## src/lzsswd_pkg.sv

```systemverilog
// Types and constants for the LZSS window decoder.
package lzsswd_pkg;

  localparam int unsigned WinSize  = 256;
  localparam int unsigned MaxMatch = 17;
  localparam int unsigned MinMatch = 2;
  localparam int unsigned PtrW     = $clog2(WinSize);
  localparam int unsigned CntW     = $clog2(MaxMatch + 1);
  localparam int unsigned TotalW   = 32;
  localparam logic [PtrW-1:0] WpReset = PtrW'(WinSize - MaxMatch);

  typedef enum logic [1:0] {
    StIdle,
    StLit,
    StCopy
  } ctrl_state_e;

  // Controller to datapath
  typedef struct packed {
    logic load;
    logic emit;
    logic lit_mode;
  } ctrl_cmd_t;

  // Datapath to controller
  typedef struct packed {
    logic done;
    logic slot_free;
    logic last;
  } dp_status_t;

endpackage

```

## src/lzsswd_ram.sv

```systemverilog
// Generic single-write, single-read RAM with registered read data.
module lzsswd_ram #(
  parameter int unsigned WIDTH = 8,
  parameter int unsigned DEPTH = 256
) (
  input  logic                     clk_i,
  input  logic                     we_i,
  input  logic [$clog2(DEPTH)-1:0] waddr_i,
  input  logic [WIDTH-1:0]         wdata_i,
  input  logic [$clog2(DEPTH)-1:0] raddr_i,
  output logic [WIDTH-1:0]         rdata_o
);

  logic [WIDTH-1:0] mem_q [DEPTH];
  logic [WIDTH-1:0] rdata_q;

  always_ff @(posedge clk_i) begin
    if (we_i) begin
      mem_q[waddr_i] <= wdata_i;
    end
    rdata_q <= mem_q[raddr_i];
  end

  assign rdata_o = rdata_q;

endmodule

```

## src/lzsswd_ctrl.sv

```systemverilog
// Token sequencer: accepts tokens and steps through literal and copy bytes.
module lzsswd_ctrl (
  input  logic                   clk_i,
  input  logic                   rst_ni,
  input  logic                   in_valid_i,
  input  logic                   is_literal_i,
  output logic                   in_ready_o,
  input  lzsswd_pkg::dp_status_t status_i,
  output lzsswd_pkg::ctrl_cmd_t  cmd_o
);
  import lzsswd_pkg::*;

  ctrl_state_e state_q, state_d;

  always_ff @(posedge clk_i or negedge rst_ni) begin
    if (!rst_ni) begin
      state_q <= StIdle;
    end else begin
      state_q <= state_d;
    end
  end

  // Next state
  always_comb begin
    state_d = state_q;
    case (state_q)
      StIdle: begin
        if (in_valid_i && !status_i.done) begin
          state_d = is_literal_i ? StLit : StCopy;
        end
      end
      StLit, StCopy: begin
        if (status_i.slot_free && status_i.last) begin
          state_d = StIdle;
        end
      end
      default: state_d = StIdle;
    endcase
  end

  // Outputs
  always_comb begin
    in_ready_o     = 1'b0;
    cmd_o.load     = 1'b0;
    cmd_o.emit     = 1'b0;
    cmd_o.lit_mode = 1'b0;
    case (state_q)
      StIdle: begin
        in_ready_o = 1'b1;
        // tokens after the stream is complete are taken and dropped
        cmd_o.load = in_valid_i && !status_i.done;
      end
      StLit: begin
        cmd_o.emit     = status_i.slot_free;
        cmd_o.lit_mode = 1'b1;
      end
      StCopy: begin
        cmd_o.emit = status_i.slot_free;
      end
      default: begin
        in_ready_o = 1'b0;
      end
    endcase
  end

endmodule

```

## src/lzsswd_dp.sv

```systemverilog
// Datapath: history ring, pointers, byte counter and output register.
module lzsswd_dp (
  input  logic                               clk_i,
  input  logic                               rst_ni,
  input  logic                               cfg_we_i,
  input  logic [lzsswd_pkg::TotalW-1:0]      cfg_wdata_i,
  input  logic [7:0]                         token_value_i,
  input  logic [3:0]                         length_code_i,
  input  lzsswd_pkg::ctrl_cmd_t              cmd_i,
  output lzsswd_pkg::dp_status_t             status_o,
  output logic                               out_valid_o,
  input  logic                               out_ready_i,
  output logic [7:0]                         out_byte_o,
  output logic                               last_of_run_o,
  output logic                               stream_done_o
);
  import lzsswd_pkg::*;

  logic [PtrW-1:0]   src_q, src_d;
  logic [CntW-1:0]   cnt_q;
  logic [PtrW-1:0]   wp_q;
  logic [TotalW-1:0] bytes_q, total_q, bytes_inc;
  logic [WinSize-1:0] valid_q;
  logic              vld_rd_q;
  logic              byp_q;
  logic [7:0]        byp_data_q;
  logic [7:0]        ram_rdata;
  logic [7:0]        rd_byte, emit_byte;
  logic              hit_total, last_byte;
  logic              out_valid_q;
  logic [7:0]        out_byte_q;
  logic              out_last_q, out_done_q;

  // Source pointer; the RAM reads at the next pointer so data lines up with src_q
  always_comb begin
    src_d = src_q;
    if (cmd_i.load) begin
      src_d = token_value_i;
    end else if (cmd_i.emit) begin
      src_d = src_q + PtrW'(1);
    end
  end

  lzsswd_ram #(
    .WIDTH(8),
    .DEPTH(WinSize)
  ) u_ring (
    .clk_i  (clk_i),
    .we_i   (cmd_i.emit),
    .waddr_i(wp_q),
    .wdata_i(emit_byte),
    .raddr_i(src_d),
    .rdata_o(ram_rdata)
  );

  // Read data: forward a byte written in the same cycle it was read,
  // entries not written since restart read as zero
  assign rd_byte   = byp_q ? byp_data_q : (vld_rd_q ? ram_rdata : 8'd0);
  assign emit_byte = cmd_i.lit_mode ? src_q : rd_byte;

  assign bytes_inc = bytes_q + TotalW'(1);
  assign hit_total = (bytes_inc == total_q);
  assign last_byte = cmd_i.lit_mode || (cnt_q == CntW'(1)) || hit_total;

  assign status_o.done      = (bytes_q == total_q);
  assign status_o.slot_free = !out_valid_q || out_ready_i;
  assign status_o.last      = last_byte;

  // Token registers
  always_ff @(posedge clk_i) begin
    src_q      <= src_d;
    vld_rd_q   <= valid_q[src_d];
    byp_data_q <= emit_byte;
    if (cmd_i.load) begin
      cnt_q <= CntW'(length_code_i) + CntW'(MinMatch);
    end else if (cmd_i.emit) begin
      cnt_q <= cnt_q - CntW'(1);
    end
  end

  // Stream state and valid flags; a configuration write restarts the stream
  always_ff @(posedge clk_i or negedge rst_ni) begin
    if (!rst_ni) begin
      total_q <= '0;
      bytes_q <= '0;
      wp_q    <= WpReset;
      valid_q <= '0;
      byp_q   <= 1'b0;
    end else begin
      byp_q <= cmd_i.emit && (src_d == wp_q);
      if (cfg_we_i) begin
        total_q <= cfg_wdata_i;
        bytes_q <= '0;
        wp_q    <= WpReset;
        valid_q <= '0;
      end else if (cmd_i.emit) begin
        bytes_q       <= bytes_inc;
        wp_q          <= wp_q + PtrW'(1);
        valid_q[wp_q] <= 1'b1;
      end
    end
  end

  // Output register
  always_ff @(posedge clk_i or negedge rst_ni) begin
    if (!rst_ni) begin
      out_valid_q <= 1'b0;
    end else if (cmd_i.emit) begin
      out_valid_q <= 1'b1;
    end else if (out_ready_i) begin
      out_valid_q <= 1'b0;
    end
  end

  always_ff @(posedge clk_i) begin
    if (cmd_i.emit) begin
      out_byte_q <= emit_byte;
      out_last_q <= last_byte;
      out_done_q <= hit_total;
    end
  end

  assign out_valid_o   = out_valid_q;
  assign out_byte_o    = out_byte_q;
  assign last_of_run_o = out_last_q;
  assign stream_done_o = out_done_q;

endmodule

```

## src/lzss_window_decoder_core.sv

```systemverilog
// LZSS window decoder: a literal gives one byte, a copy up to length code + 2 bytes.
// Within a token, bytes go out at one byte per cycle while the output is not stalled,
// set by the single read port of the history ring and the byte-to-byte dependency of
// overlapping copies; a new token is accepted only in the idle state. Reset and
// configuration writes clear the ring at once through per-entry valid flags; there is
// no clearing pass. Output total resets to zero, so no byte is produced.
module lzss_window_decoder_core (
  input  logic                          clk_i,
  input  logic                          rst_ni,
  input  logic                          cfg_we_i,
  input  logic [lzsswd_pkg::TotalW-1:0] cfg_wdata_i,
  input  logic                          in_valid_i,
  output logic                          in_ready_o,
  input  logic                          is_literal_i,
  input  logic [7:0]                    token_value_i,
  input  logic [3:0]                    length_code_i,
  output logic                          out_valid_o,
  input  logic                          out_ready_i,
  output logic [7:0]                    out_byte_o,
  output logic                          last_of_run_o,
  output logic                          stream_done_o
);
  import lzsswd_pkg::*;

  ctrl_cmd_t  cmd;
  dp_status_t status;

  lzsswd_ctrl u_ctrl (
    .clk_i       (clk_i),
    .rst_ni      (rst_ni),
    .in_valid_i  (in_valid_i),
    .is_literal_i(is_literal_i),
    .in_ready_o  (in_ready_o),
    .status_i    (status),
    .cmd_o       (cmd)
  );

  lzsswd_dp u_dp (
    .clk_i        (clk_i),
    .rst_ni       (rst_ni),
    .cfg_we_i     (cfg_we_i),
    .cfg_wdata_i  (cfg_wdata_i),
    .token_value_i(token_value_i),
    .length_code_i(length_code_i),
    .cmd_i        (cmd),
    .status_o     (status),
    .out_valid_o  (out_valid_o),
    .out_ready_i  (out_ready_i),
    .out_byte_o   (out_byte_o),
    .last_of_run_o(last_of_run_o),
    .stream_done_o(stream_done_o)
  );

endmodule

```

## config.mk

```make
export PLATFORM = sky130hd
export DESIGN_NAME = lzss_window_decoder_core
export DESIGN_NICKNAME = d
export VERILOG_FILES = /design/src/lzsswd_pkg.sv /design/src/lzsswd_ram.sv /design/src/lzsswd_ctrl.sv /design/src/lzsswd_dp.sv /design/src/lzss_window_decoder_core.sv
export SDC_FILE = /design/constraint.sdc
export NUM_CORES = 2
export LEC_CHECK = 0
export BUFFER_PORTS_ARGS = -buffer_cell sky130_fd_sc_hd__buf_2
export CAP_MARGIN = 20
export CORE_ASPECT_RATIO = 1.75
export CORE_MARGIN = 2
export CORE_UTILIZATION = 45
export DETAILED_ROUTE_END_ITERATION = 16
export GPL_TIMING_DRIVEN = 1
export PLACE_DENSITY = 0.67
export SYNTH_ARGS = -nofsm -noshare
export SYNTH_HDL_FRONTEND = slang
export SYNTH_HIERARCHICAL = 1
export SYNTH_SLANG_ARGS = --single-unit
```

## constraint.sdc

```tcl
create_clock -name clk_i -period 19 [get_ports clk_i]
set_input_delay 1.9 -clock clk_i [delete_from_list [all_inputs] [get_ports clk_i]]
set_output_delay 1.9 -clock clk_i [all_outputs]
set_load 0.02 [all_outputs]
```

### Word level (Yosys, flattened, before mapping)

Memory sizes are Yosys's and may differ from the RTL's. A register that Yosys moved wholly into a read port is not among the register bits.
Index checks and enable logic that the tools add are counted.

* bits in registers: 364
* output and inout port bits: 12
* RAM bits: 2048
* memories: 1
* word-level logic and storage cells: 76

Memories
* u_dp.u_ring.mem_q: depth 256, bits a word 8, read ports 1, clocked after memory_dff 1, write ports 1, RTL line lzsswd_ram.sv:14 `logic [WIDTH-1:0] mem_q [DEPTH];`

* eq/ne operators: 8
* order comparisons: 3
* add/sub/neg operators: 5
* muxes and demuxes: 29
* bitwise logic cells: 1
* reduce and logical (&&, ||, !) cells: 15

Operators by type and width (number)
* $mux W256: 2
* $or A256 B256 Y256: 1
* $eq A32 B32 Y1: 2
* $mux W32: 2
* $mux W8: 7
* $add A32 B1 Y32 const B: 1
* $lt A8 B9 Y1 const B: 2
* $add A8 B1 Y8 const B: 2
* $mux W1: 10
* $mux W5: 2
* $bmux W1 S8: 1
* $demux W1 S8: 1
* $eq A8 B8 Y1: 1
* $ge A8 B1 Y1 const B: 1
* $mux W2: 3
* $reduce_bool A2 Y1: 3
* $add A4 B2 Y5 const B: 1
* $eq A5 B1 Y1 const B: 1
* $sub A5 B1 Y5 const B: 1
* $logic_and A1 B1 Y1: 4
* $ne A2 B1 Y1 const B: 2
* $pmux W2 S2: 1
* $logic_or A1 B1 Y1: 3
* $eq A2 B1 Y1 const B: 1
* 5 further kinds: 6

### Longest topological paths before layout

* depth in word-level cells: 7
* depth in mapped cells: 26
* depth with buffers taken out: 18

### Hierarchy

Netlist, hierarchy kept.

Modules (own cells, without submodules)
* lzsswd_ram: cells an instance 3733, seq. area each 61659.1 um2, times used 1, area an instance 79556.3 um2
* lzsswd_dp: cells an instance 1759, seq. area each 9057.4 um2, times used 1, area an instance 17385.4 um2
* lzsswd_ctrl: cells an instance 16, seq. area each 50.0 um2, times used 1, area an instance 166.4 um2

### Least setup slack after synthesis

OpenSTA, ideal clock, no wires.

* path type: reg-to-reg
* start: register u_dp.byp_q
* end: register u_dp.out_byte_q[0] (netlist: u_dp/out_byte_o[0]) (data pin)
* cell stages (with the launch flop): 6
* path buffers: 2
* setup slack: 5856 ps
* clock period less this slack: 13144 ps
* arrival time: 10942 ps
* setup time: 2202 ps
* cell sequence: dfrtp_1 > clkbuf_1 > nor2b_1 > clkbuf_1 > a22oi_1 > o21ai_0

* longest elaborated chain between the ends: 2

RTL lines
* start, declared: RTL line lzsswd_dp.sv:25 `logic byp_q;`
* start signal, assigned: RTL line lzsswd_dp.sv:90 `byp_q <= cmd_i.emit && (src_d == wp_q);`
* $mux W8: RTL line lzsswd_dp.sv:58 `assign rd_byte = byp_q ? byp_data_q : (vld_rd_q ? ram_rdata : 8'd0);`
* $mux W8: RTL line lzsswd_dp.sv:59 `assign emit_byte = cmd_i.lit_mode ? src_q : rd_byte;`
* named net u_dp.emit_byte[0]: RTL line lzsswd_dp.sv:28 `logic [7:0] rd_byte, emit_byte;`
* end signal, assigned: RTL line lzsswd_dp.sv:117 `out_byte_q <= emit_byte;`
* end, declared: RTL line lzsswd_dp.sv:31 `logic [7:0] out_byte_q;`

The timed path passes the listed nets, and every way through them passes these cells.
A chain may end at the register's enable or synchronous reset.

==> impl_metrics.env <==
export IMPL_outcome="completed"
export IMPL_viasPerCell=6.13
export IMPL_hold_path_end="u_dp/valid_q[99]"
export IMPL_synth_largest_area_cell="edfxtp_1"
export IMPL_p_int_mw=11.3
export IMPL_grt_pass1_vias=53500
export IMPL_place_hpwl_um=162000
export IMPL_rrSetupSlack_ns=9.84
export IMPL_grtUsageTotal=0.230
export IMPL_cts_sinks=2420
export IMPL_die_area_sq_mm=0.220
export IMPL_p_clk_frac=0.246
export IMPL_cts_buffers=206
export IMPL_fmax_ghz=0.109
export IMPL_finalCritPeriodShare=0.482
export IMPL_yosysSeqAreaShare=0.729
export IMPL_whs_path_depth=2
export IMPL_drv_slew=0
export IMPL_cts_resized=0
export IMPL_syn_to_final_growth_pct=10.5
export IMPL_rr_worst_depth=20
export IMPL_switchingPower_mw=6.11
export IMPL_ir_drop_mv=0.175
export IMPL_drtIter0Drc=5127
export IMPL_syn_avg_cell_area_sq_um=17.6
export IMPL_grt_overflow_total=0
export IMPL_die_height_um=619
export IMPL_postCtsSetupBuffers=0
export IMPL_antenna_left=0
export IMPL_syn_nets=5569
export IMPL_initial_core_util=0.453
export IMPL_relSlewSlack=0.109
export IMPL_clk_path_buf_depth=4
export IMPL_p_leak_nw=35.6
export IMPL_max_stage_delay_ns=0.91
export IMPL_synth_edf_count=2063
export IMPL_route_detailed_drc=0
export IMPL_synth_area_leaders="edfxtp_1 64%, mux4_2 11%, dfrtp_1 8.4%"
export IMPL_crit_chain="xor2_1, or4_1, nor4_1, nand4_1, nor4b_1, nor2b_4, nand2_2, inv_1, o21ai_4, buf_4, buf_4, buf_12, buf_4, buf_4, mux4_2, a22o_1, a221oi_1, o32ai_1, nor3_1, nor4_1"
export IMPL_hold_start="u_dp/valid_q[99]"
export IMPL_hold_buffers=0
export IMPL_synth_cells=5508
export IMPL_worstPathRequired_ns=19.71
export IMPL_grt_max_degree=258
export IMPL_dr_pass1_iters=6
export IMPL_cp_slowest_cell="nor3_1"
export IMPL_tightestPinTransition_ns=1.34
export IMPL_drive_gt1_frac=0.189
export IMPL_place_congestion=0.892
export IMPL_rr_endpoint="u_dp/u_ring/rdata_o[5]"
export IMPL_min_delay_path_class="flip-flop to flip-flop"
export IMPL_clkLatencyLatePin_ns=0.87
export IMPL_maxCapViolCount=0
export IMPL_timing_rr_start="u_dp/bytes_q[19]"
export IMPL_h_tree_depth=4
export IMPL_die_w_um=355
export IMPL_dp_slack_ns=9.55
export IMPL_vias=52400
export IMPL_tns_ns=0
export IMPL_boundaryPins=62
export IMPL_yosysMostFrequentCell="edfxtp_1"
export IMPL_regArea_sq_mm=0.0708
export IMPL_worst_setup_path_end_kind="flip-flop"
export IMPL_portBuffers=61
export IMPL_multiInputGateArea_sq_mm=0.0246
export IMPL_routedWlPerCell_um=29.8
export IMPL_path_max_fanout=86
export IMPL_rsz0062_at_grt="false"
export IMPL_clkSlewWorstSetupHoldPaths_ns=0.07
export IMPL_setup_viol=0
export IMPL_power_frac_seq=0.380
export IMPL_finalCriticalPeriod_ns=9.16
export IMPL_setup_ws_ns=9.84
export IMPL_fill_cells=17300
export IMPL_antenna_found_initial=8
export IMPL_async_reset_ff_frac=0.137
export IMPL_wirelength_um=255000
export IMPL_cts_root_buf="clkbuf_16"
export IMPL_crit_family="buffers and inverters"
export IMPL_fin_nets=5614
export IMPL_synth_main_ff_cell="edfxtp_1"
export IMPL_finalClockSkew_ns=0.0722
export IMPL_cts_tree="yes"
export IMPL_syn_cell_area_sq_mm=0.0971
export IMPL_finalHoldViolations=0
export IMPL_yosysWarnings=6
export IMPL_start_kind="flip-flop"
export IMPL_critical_path_class="flip-flop to flip-flop"
export IMPL_cpMostUsedCell="buf_4"
export IMPL_power_density_mw_per_mm2=162
export IMPL_grt_pass1_wl_um=368000
export IMPL_synth_top_area_share=0.638
export IMPL_core_sq_mm=0.215
export IMPL_power_frac_comb=0.373
export IMPL_arrival_ns=9.87
export IMPL_synth_cell_types=87
export IMPL_row_count=225
export IMPL_synthTopCellsByCount="2063 x edfxtp_1, 610 x nor2_1, 462 x mux4_2"
export IMPL_path_buf_inv=6
export IMPL_p_sw_frac=0.352
export IMPL_synth_seq_cells=2420
[per-stage QoR]
step / util / power, mW / std cells / hold WS [ns] / cell area (sq um)
after floorplan: - / 11.5 / 5508 / 0.457 / 97100
after global placement: 0.467 / 13.1 / 8152 / 0.472 / 100000
after detailed placement: 0.468 / 13.2 / 8174 / 0.481 / 100000
after CTS: 0.500 / 17.4 / 8545 / 0.497 / 107000
after global routing: 0.500 / 17.9 / 8554 / 0.507 / 107000
final: 0.500 / 17.4 / 8557 / 0.488 / 107000
[registers in the layout (all words and copies together), names as in the netlist, 2 cells and up]
register             count
u_dp/out_byte_o          8
u_dp/bytes_q            32
u_dp/u_ring/rdata_o      8
u_dp/u_ring/mem_q     2048
u_dp/wp_q                8
u_dp/src_q               8
u_dp/valid_q           256
u_dp/cnt_q               5
u_ctrl/state_q           2
u_dp/total_q            32
u_dp/byp_data_q          8
[final cells by class]
class | count | share of cell area
diodes | 4 | 0.0000933
clock buffers | 267 | 0.0525
clock inverters | 104 | 0.0104
inverters | 25 | 0.000956
multi-input cells | 2698 | 0.229
flip-flops and latches | 2420 | 0.660
well taps | 2837 | 0.0331
repair buffers | 202 | 0.0143
[power by group through the flow]
stage / combinational [mW] / clock (mW) / sequential, mW
6_report: 6.48 / 4.28 / 6.61
5_1_grt: 6.75 / 4.52 / 6.61
4_1_cts: 6.50 / 4.34 / 6.60
3_5_place_dp: 6.48 / 0 / 6.72
3_3_place_gp: 6.36 / 0 / 6.71
2_1_floorplan: 4.32 / 0 / 7.14
[worst max-delay path by stage]
stage,start,to,slack [ns],depth (start not counted)
3_3_place_gp,in_valid_i,u_dp/u_ring/rdata_o[2],8.49,16
6_report,u_dp/bytes_q[19],u_dp/u_ring/rdata_o[5],9.84,20
3_5_place_dp,in_valid_i,u_dp/u_ring/rdata_o[5],9.55,17
5_1_grt,u_dp/bytes_q[19],u_dp/u_ring/rdata_o[5],9.17,20
2_1_floorplan,u_dp/byp_q,u_dp/out_byte_o[0],5.86,5
4_1_cts,u_dp/bytes_q[19],u_dp/u_ring/rdata_o[5],9.77,20
[kinds of logic after synthesis]
kind of cell,share of synthesized area
compound gates,0.0518
mux,0.141
fa+ha+maj,0.00142
simple gates,0.0467
buf+inv,0.0216
flops,0.729
xor+xnor,0.00848
[cells in the final DEF, fill, tap and decap left out, drive strengths merged, types with 24 or more instances in the layout]
cell	n
nand3	62
edfxtp	2063
nor2	611
dfrtp	325
xor2	51
mux4	464
dfxtp	25
clkbuf	268
bufinv	24
buf	201
mux2	34
a31oi	40
nor3	47
inv	25
nor2b	37
nand2	133
a22oi	146
nor4	39
o21ai	44
o22ai	30
mux2i	287
xnor2	43
o221ai	47
clkinv	77
a21oi	340
[worst reg2reg max path, delay by kind of cell, from the launching register on]
| kind | cells | cell delay [ns] |
|---|---|---|
| buf+inv | 6 | 3.99 |
| mux | 1 | 0.63 |
| xor+xnor | 1 | 0.25 |
| simple gates | 8 | 2.74 |
| compound gates | 4 | 0.90 |
| flops | 1 | 0.51 |
[per-layer routing]
layer,global-route usage,part of all wire,up-vias
li1,-,-,21900
met1,0.249,0.33,27400
met2,0.415,0.53,2414
met3,0.0300,0.061,702
met4,0.156,0.077,2
met5,0,0.000063,-
Note: power is estimated with default switching activity, not from simulation.
